==> src/design/fdpe_pkg.sv <==
// Package for the fractional divider parameter encoder.
// Widths, limits, sequencer constants and the divider handshake types.
// Used by fdpe_divider and fractional_divider_param_encoder.
`default_nettype none
package fdpe_pkg;

  localparam int MAX_DEN_BITS = 20;
  localparam logic [MAX_DEN_BITS-1:0] DEN_LIMIT = '1;

  localparam int A_W   = 12;
  localparam int NUM_W = 32;
  localparam int P_W   = 33;   // convergent numerators stay below 2^33
  localparam int P1_W  = 18;
  localparam int P23_W = 20;

  localparam int DIVD_W    = 40;
  localparam int DIVS_W    = 32;
  localparam int DIV_CNT_W = 6;

  localparam logic [DIV_CNT_W-1:0] CF_DIV_STEPS  = DIV_CNT_W'(NUM_W);
  localparam logic [DIV_CNT_W-1:0] FIN_DIV_STEPS = DIV_CNT_W'(DIVD_W);

  localparam logic [P1_W-1:0] P1_OFFSET = P1_W'(512);
  localparam logic [A_W-1:0]  DIV4_A    = A_W'(4);
  localparam logic            FUNC_MULTISYNTH = 1'b1;

  typedef struct packed {
    logic                 start;
    logic [DIV_CNT_W-1:0] steps;
  } div_req_t;

  typedef struct packed {
    logic step;   // one quotient bit produced this cycle
    logic qbit;   // value of that bit
    logic done;   // quotient and remainder registers are final
  } div_stat_t;

endpackage
`default_nettype wire

==> src/design/fdpe_divider.sv <==
// Shared restoring shift-subtract divider, one quotient bit per cycle.
// Depends on fdpe_pkg for widths and the request/status structs.
`default_nettype none
module fdpe_divider (
  input  logic                          clk,
  input  logic                          rst_n,
  input  fdpe_pkg::div_req_t            req,
  input  logic [fdpe_pkg::DIVD_W-1:0]   dividend,
  input  logic [fdpe_pkg::DIVS_W-1:0]   divisor,
  output fdpe_pkg::div_stat_t           stat,
  output logic [fdpe_pkg::DIVD_W-1:0]   quotient,
  output logic [fdpe_pkg::DIVS_W-1:0]   remainder
);
  import fdpe_pkg::*;

  logic                 busy_r;
  logic                 done_r;
  logic [DIV_CNT_W-1:0] cnt_r;
  logic [DIVD_W-1:0]    quo_r;
  logic [DIVS_W-1:0]    rem_r;
  logic [DIVS_W-1:0]    dsr_r;

  logic [DIVS_W:0]      trial;
  logic [DIVS_W:0]      diff;
  logic                 ge;
  logic [DIVS_W-1:0]    rem_step;

  always_comb begin
    trial    = {rem_r, quo_r[DIVD_W-1]};
    diff     = trial - {1'b0, dsr_r};
    ge       = (trial >= {1'b0, dsr_r});
    rem_step = ge ? diff[DIVS_W-1:0] : trial[DIVS_W-1:0];
  end

  always_ff @(posedge clk) begin
    if (!rst_n) begin
      busy_r <= 1'b0;
      done_r <= 1'b0;
      cnt_r  <= '0;
    end else begin
      done_r <= busy_r && (cnt_r == DIV_CNT_W'(1));
      if (req.start) begin
        busy_r <= 1'b1;
        cnt_r  <= req.steps;
      end else if (busy_r) begin
        cnt_r <= cnt_r - 1'b1;
        if (cnt_r == DIV_CNT_W'(1)) begin
          busy_r <= 1'b0;
        end
      end
    end
  end

  // quotient bits shift in at the bottom as dividend bits leave the top
  always_ff @(posedge clk) begin
    if (req.start) begin
      quo_r <= dividend;
      rem_r <= '0;
      dsr_r <= divisor;
    end else if (busy_r) begin
      quo_r <= {quo_r[DIVD_W-2:0], ge};
      rem_r <= rem_step;
    end
  end

  assign stat.step = busy_r;
  assign stat.qbit = ge;
  assign stat.done = done_r;
  assign quotient  = quo_r;
  assign remainder = rem_r;

endmodule
`default_nettype wire

==> src/design/fractional_divider_param_encoder.sv <==
// Top level: sequencer for continued-fraction limiting and P1/P2/P3 encoding.
// Depends on fdpe_pkg and fdpe_divider.
//
// channel  | ports                                              | handshake
// ---------+----------------------------------------------------+--------------------------
// input    | in_func in_integer_part in_fraction_num/den        | start && !busy
// result   | out_p1/p2/p3_word out_divby4 out_integer_mode      | out_valid, one cycle
//          | out_den_error                                      |
//
// Zero denominator: result in the cycle after the word is taken, busy stays low.
// Denominator within the limit: result after S_FIN and one final divide in S_FIN_DIV,
// or straight from S_FIN for divide-by-4 or a zero numerator.
// Larger denominator: k passes of S_CF_CHK and S_CF_DIV come first, each one 32-bit divide whose
// quotient bits also build a*q and a*p; a last S_CF_CHK pass if the remainder runs out.
// Reset clears the sequencer only; the receiver cannot stall, busy is high while working.
`default_nettype none
module fractional_divider_param_encoder (
  input  logic                          clk,
  input  logic                          rst_n,
  input  logic                          start,
  output logic                          busy,
  input  logic                          in_func,
  input  logic [fdpe_pkg::A_W-1:0]      in_integer_part,
  input  logic [fdpe_pkg::NUM_W-1:0]    in_fraction_num,
  input  logic [fdpe_pkg::NUM_W-1:0]    in_fraction_den,
  output logic                          out_valid,
  output logic [fdpe_pkg::P1_W-1:0]     out_p1_word,
  output logic [fdpe_pkg::P23_W-1:0]    out_p2_word,
  output logic [fdpe_pkg::P23_W-1:0]    out_p3_word,
  output logic                          out_divby4,
  output logic                          out_integer_mode,
  output logic                          out_den_error
);
  import fdpe_pkg::*;

  localparam logic [2:0] S_IDLE    = 3'd0;
  localparam logic [2:0] S_CF_CHK  = 3'd1;
  localparam logic [2:0] S_CF_DIV  = 3'd2;
  localparam logic [2:0] S_FIN     = 3'd3;
  localparam logic [2:0] S_FIN_DIV = 3'd4;

  logic [2:0]              state_r;
  logic                    func_r;
  logic [A_W-1:0]          a_r;
  logic [NUM_W-1:0]        n_r;
  logic [NUM_W-1:0]        d_r;
  logic [P_W-1:0]          p0_r;
  logic [P_W-1:0]          p1_r;
  logic [MAX_DEN_BITS-1:0] q0_r;
  logic [MAX_DEN_BITS-1:0] q1_r;
  logic [MAX_DEN_BITS-1:0] mq_r;
  logic [P_W-1:0]          mp_r;
  logic                    ovf_r;
  logic [P_W-1:0]          fnum_r;
  logic [MAX_DEN_BITS-1:0] fden_r;

  logic                    accept;
  logic [MAX_DEN_BITS:0]   q2;
  logic                    cf_stop;
  logic                    fin_div4;
  logic                    fin_zero;
  logic [P1_W-1:0]         p1_base;
  logic [MAX_DEN_BITS+1:0] mq_sum;
  logic [P_W-1:0]          mp_sum;

  div_req_t                div_req;
  div_stat_t               div_stat;
  logic [DIVD_W-1:0]       div_dividend;
  logic [DIVS_W-1:0]       div_divisor;
  logic [DIVD_W-1:0]       div_quo;
  logic [DIVS_W-1:0]       div_rem;

  fdpe_divider u_div (
    .clk       (clk),
    .rst_n     (rst_n),
    .req       (div_req),
    .dividend  (div_dividend),
    .divisor   (div_divisor),
    .stat      (div_stat),
    .quotient  (div_quo),
    .remainder (div_rem)
  );

  always_comb begin
    accept   = start && !busy;
    q2       = {1'b0, q0_r} + {1'b0, mq_r};
    cf_stop  = ovf_r || (q2 > {1'b0, DEN_LIMIT});
    fin_div4 = (func_r == FUNC_MULTISYNTH) && (a_r == DIV4_A);
    fin_zero = (fnum_r == '0);
    p1_base  = P1_W'({a_r, 7'b0}) - P1_OFFSET;
    // Horner form of a*q1 and a*p1 as quotient bits arrive, MSB first
    mq_sum   = {1'b0, mq_r, 1'b0} + (MAX_DEN_BITS+2)'(div_stat.qbit ? q1_r : '0);
    mp_sum   = {mp_r[P_W-2:0], 1'b0} + (div_stat.qbit ? p1_r : '0);

    div_req.start = ((state_r == S_CF_CHK) && (d_r != '0)) ||
                    ((state_r == S_FIN) && !fin_div4 && !fin_zero);
    div_req.steps = (state_r == S_CF_CHK) ? CF_DIV_STEPS : FIN_DIV_STEPS;
    div_dividend  = (state_r == S_CF_CHK) ? {n_r, {(DIVD_W-NUM_W){1'b0}}}
                                          : {fnum_r, 7'b0};
    div_divisor   = (state_r == S_CF_CHK) ? d_r : DIVS_W'(fden_r);
  end

  assign busy = (state_r != S_IDLE);

  always_ff @(posedge clk) begin
    if (!rst_n) begin
      state_r   <= S_IDLE;
      out_valid <= 1'b0;
    end else begin
      out_valid <= 1'b0;
      case (state_r)
        S_IDLE: begin
          if (accept) begin
            if (in_fraction_den == '0) begin
              out_valid <= 1'b1;
            end else if (in_fraction_den[NUM_W-1:MAX_DEN_BITS] == '0) begin
              state_r <= S_FIN;
            end else begin
              state_r <= S_CF_CHK;
            end
          end
        end
        S_CF_CHK: begin
          state_r <= (d_r == '0) ? S_FIN : S_CF_DIV;
        end
        S_CF_DIV: begin
          if (div_stat.done) begin
            state_r <= cf_stop ? S_FIN : S_CF_CHK;
          end
        end
        S_FIN: begin
          if (fin_div4 || fin_zero) begin
            out_valid <= 1'b1;
            state_r   <= S_IDLE;
          end else begin
            state_r <= S_FIN_DIV;
          end
        end
        S_FIN_DIV: begin
          if (div_stat.done) begin
            out_valid <= 1'b1;
            state_r   <= S_IDLE;
          end
        end
        default: begin
          state_r <= S_IDLE;
        end
      endcase
    end
  end

  always_ff @(posedge clk) begin
    case (state_r)
      S_IDLE: begin
        if (accept) begin
          func_r <= in_func;
          a_r    <= in_integer_part;
          n_r    <= in_fraction_num;
          d_r    <= in_fraction_den;
          p0_r   <= '0;
          p1_r   <= P_W'(1);
          q0_r   <= MAX_DEN_BITS'(1);
          q1_r   <= '0;
          fnum_r <= P_W'(in_fraction_num);
          fden_r <= in_fraction_den[MAX_DEN_BITS-1:0];
          out_p1_word      <= '0;
          out_p2_word      <= '0;
          out_p3_word      <= '0;
          out_divby4       <= 1'b0;
          out_integer_mode <= 1'b0;
          out_den_error    <= 1'b1;
        end
      end
      S_CF_CHK: begin
        mq_r  <= '0;
        mp_r  <= '0;
        ovf_r <= 1'b0;
        if (d_r == '0) begin
          fnum_r <= p1_r;
          fden_r <= q1_r;
        end
      end
      S_CF_DIV: begin
        if (div_stat.step) begin
          // once a*q1 passes the limit it only grows: keep the flag sticky
          if (mq_sum > (MAX_DEN_BITS+2)'(DEN_LIMIT)) begin
            ovf_r <= 1'b1;
          end
          mq_r <= mq_sum[MAX_DEN_BITS-1:0];
          mp_r <= mp_sum;
        end
        if (div_stat.done) begin
          if (cf_stop) begin
            fnum_r <= p1_r;
            fden_r <= q1_r;
          end else begin
            p0_r <= p1_r;
            q0_r <= q1_r;
            p1_r <= p0_r + mp_r;
            q1_r <= q2[MAX_DEN_BITS-1:0];
            n_r  <= d_r;
            d_r  <= div_rem;
          end
        end
      end
      S_FIN: begin
        out_integer_mode <= fin_zero;
        out_den_error    <= 1'b0;
        if (fin_div4) begin
          out_p1_word <= '0;
          out_p2_word <= '0;
          out_p3_word <= P23_W'(1);
          out_divby4  <= 1'b1;
        end else if (fin_zero) begin
          out_p1_word <= p1_base;
          out_p2_word <= '0;
          out_p3_word <= P23_W'(1);
          out_divby4  <= 1'b0;
        end
      end
      S_FIN_DIV: begin
        if (div_stat.done) begin
          out_p1_word      <= p1_base + div_quo[P1_W-1:0];
          out_p2_word      <= P23_W'(div_rem);
          out_p3_word      <= P23_W'(fden_r);
          out_divby4       <= 1'b0;
          out_integer_mode <= 1'b0;
          out_den_error    <= 1'b0;
        end
      end
      default: begin
      end
    endcase
  end

`ifndef SYNTHESIS
  a_fin_den_nonzero: assert property (@(posedge clk) disable iff (!rst_n)
    (state_r == S_FIN) |-> (fden_r != '0))
    else $error("final denominator is zero");

  a_result_when_idle: assert property (@(posedge clk) disable iff (!rst_n)
    out_valid |-> (state_r == S_IDLE))
    else $error("result strobe while sequencer busy");

  a_zero_den_result: assert property (@(posedge clk) disable iff (!rst_n)
    (accept && (in_fraction_den == '0)) |=>
      (out_valid && out_den_error && (out_p1_word == '0) && (out_p3_word == '0)))
    else $error("zero denominator not flagged in the next cycle");

  a_divby4_fields: assert property (@(posedge clk) disable iff (!rst_n)
    (out_valid && out_divby4) |->
      ((out_p1_word == '0) && (out_p2_word == '0) && (out_p3_word == P23_W'(1)) &&
       !out_den_error))
    else $error("divide-by-4 result with wrong parameters");
`endif

endmodule
`default_nettype wire

==> config.mk <==
export PLATFORM = sky130hd
export DESIGN_NAME = fractional_divider_param_encoder
export DESIGN_NICKNAME = d
export VERILOG_FILES = /design/src/design/fdpe_pkg.sv /design/src/design/fdpe_divider.sv /design/src/design/fractional_divider_param_encoder.sv
export SDC_FILE = /design/constraint.sdc
export NUM_CORES = 1
export LEC_CHECK = 0
export ABC_AREA = 1
export BUFFER_PORTS_ARGS = -buffer_cell sky130_fd_sc_hd__buf_2
export CORE_MARGIN = 1.5
export CORE_UTILIZATION = 25
export DETAILED_ROUTE_END_ITERATION = 16
export PLACE_DENSITY_LB_ADDON = 0.15
export SETUP_SLACK_MARGIN = 0.3
export SLEW_MARGIN = 20
export SYNTH_ARGS = -nofsm -noshare
export SYNTH_HDL_FRONTEND = slang
export SYNTH_SLANG_ARGS = --single-unit
==> constraint.sdc <==
create_clock -name clk -period 12.02 [get_ports clk]
set_clock_uncertainty 0.15 [all_clocks]
set_input_delay 0.601 -clock clk [delete_from_list [all_inputs] [get_ports clk]]
set_output_delay 0.601 -clock clk [all_outputs]
set_load 0.005 [all_outputs]
==> results.ini <==
[status]
status=finished, final reports clean

[synth]
synthFlopType=edfxtp_1
yosysMostFrequentCell=nand2_1
syn_nets=3525
synth_area_um2=27700
ys_seq_area_share_pct=49.0
syn_area_per_cell_um2=8.42
synth_cell_types=59
ys.warnings.count=0
yosys-top-cells-area=edfxtp_1, nand2_1, ha_1
synth_async_sr_flop_share_pct=0
yosysTopAreaCell=edfxtp_1
synth_edf_count=423
synth_seq_cells=467
yosys-top-cells-count=nand2_1, inv_1, edfxtp_1
yosysTopAreaCellShare_pct=45.9
syn_inst=3291

[detailed_routing]
vias=22500
drt-initial-drc-count=1731
drcViolationCount=0
vias_per_cell=4.54
postRouteAntennaNets=0
wl_per_cell_um=18.7
dr.pass1.iters=5
postRouteWirelength_mm=92.7

[placed_design]
dpl.cell_count=4836
io_buffers=142
pre_cts_slack_ns=7.38
dpl_cell_area_um2=30000
hpwl_mm=70.5
routabilityCongestion=0.887

[power]
ir_drop_mv=0.202
powerDensity_nw_per_um2=319
leakage_nw=13.7
p_total_mw=10.2

[final_layout]
stdcell_area_um2=32100
final_layout_size_suffix_gt1_share_pct=8.70
area_delta_synth_final_pct=16.0
regArea_um2=13600
fillers=11900
fin_cells=4959
nets=3666
multiInputGateArea_um2=11900

[timing]
rsz0062_at_grt=no
setup_tns_ns=0
fin_crit_ns=4.71
setup_slack_ns=7.31
timing.final.crit_share_pct=39.2
worstMarginPinSlew_ns=1.04
clock.fmax_mhz=212
setup_viol=0
finalMaxSlewViolations=0
slew_headroom_pct=30.5
hold_viol=0

[clock_tree]
cts.repair.resized=0
root_buffer=clkbuf_16
postCtsSetupBuffers=0
cts_hold_buffers=13
clk_latency_ns=0.64
ctsLongestPathBuffers=3
cts_tree=yes
htreeDepth=2
clock-sinks=467
clk_pin_slew_ns=0.06
cts_buffers=57

[setup_path]
cp-end-kind=register
arrival_ns=4.96
crit_type=register to register
ff2ff_path_depth=20
critPathLaunchType=register
required_ns=12.26
cp_max_fo=90

[global_route]
grt_max_degree=159
grt_pass1_wl_mm=140
antenna_found_initial=6
gr-total-overflow=0
grt_use_total_pct=16.3
first_global_vias=22100

[floorplan]
die_area_um2=113000
die_width_um=336
initial_core_util_pct=25.3
rows=121
die_h_um=336
pin_count=143
core_area_um2=109000

[job]
max_cap_violations=0

[worst_hold_path]
hold_class=input pin to register
min_path_cells=3

[cell usage in the layout, fill, tap and decap left out, types with 30 or more instances in the layout]
cell       instances
clkbuf_16         57
a31oi_1           31
dfxtp_1           44
a21oi_1          220
buf_2            142
inv_1            480
edfxtp_1         423
nand3_1          110
o21ai_0          265
nor4_1            30
nor2_1           384
ha_1             148
nand2_1          782
[worst paths after layout]
check,endpoint,start,slack [ns]
setup reg to reg,mp_r[30],u_div.remainder[15],7.31
setup / recovery,mp_r[30],u_div.remainder[15],7.31
hold reg to reg,u_div.remainder[21],u_div.remainder[21],0.34
hold / removal,u_div.busy_r,rst_n,0.10
[critical path: stages, from the launching register on]
cell	delay, ns
dfxtp_1	0.35
ha_1	0.36
nand2_1	0.14
nor2_1	0.25
nand2_1	0.13
nor2_1	0.15
nand3_1	0.09
nand4_1	0.17
buf_12	0.34
nand2_1	0.09
inv_1	0.08
ha_1	0.22
nand2_1	0.15
nor2_1	0.11
inv_1	0.13
nor3_1	0.56
a21oi_1	0.19
inv_1	0.19
nand4_1	0.23
a21oi_1	0.19
nor2_1	0.06
[layer usage]
metal  vias to the layer above  share of wire, %  track usage [%]
met3                       107               4.5             2.00
met4                         0               2.5             4.48
met2                       456                45             26.1
met1                     10600                48             23.1
li1                      11300                 -                -
met5                         -                 0                0
[state kept, by name, summed over array words and instances (netlist names), 20 cells and up]
name             cells
d_r                 32
fden_r              20
fnum_r              33
mp_r                33
mq_r                20
n_r                 32
out_p2_word         20
out_p3_word         20
p0_r                33
p1_r                33
q0_r                20
q1_r                20
u_div.dsr_r         32
u_div.quotient      40
u_div.remainder     32
[power by group]
part           total, mW  leakage (nW)  switching [mW]  internal, mW
clock network       1.88         0.973           0.749          1.13
logic               4.82          8.20            3.45          1.37
registers           3.55          4.50           0.526          3.02
[kinds of logic after synthesis]
| family | count (synthesis) | synth area share [%] |
|---|---|---|
| AND/OR/NAND/NOR | 1398 | 20.7 |
| XOR/XNOR | 40 | 1.26 |
| flip-flops | 467 | 49.0 |
| AO/OA/AOI/OAI | 656 | 13.6 |
| adder cells (fa/ha/maj) | 154 | 7.12 |
| buffers and inverters | 576 | 8.29 |
[final cells by class]
| type | count | area share, % |
|---|---|---|
| well taps | 1476 | 5.75 |
| repair buffers | 171 | 3.07 |
| diodes | 2 | 0.0156 |
| inverters | 487 | 5.71 |
| clock inverters | 38 | 1.53 |
| multi-input cells | 2248 | 36.9 |
| flip-flops and latches | 467 | 42.3 |
| clock buffers | 70 | 4.72 |
[metrics by stage]
| step | hold slack [ns] | util, % |
|---|---|---|
| after floorplan | 0.294 | - |
| after global routing | 0.0991 | 29.4 |
| after global placement | 0.325 | 27.4 |
| after detailed placement | 0.327 | 27.4 |
| after CTS | 0.0673 | 29.4 |
| final | 0.105 | 29.4 |
Note: power is estimated with default switching activity, not from simulation.
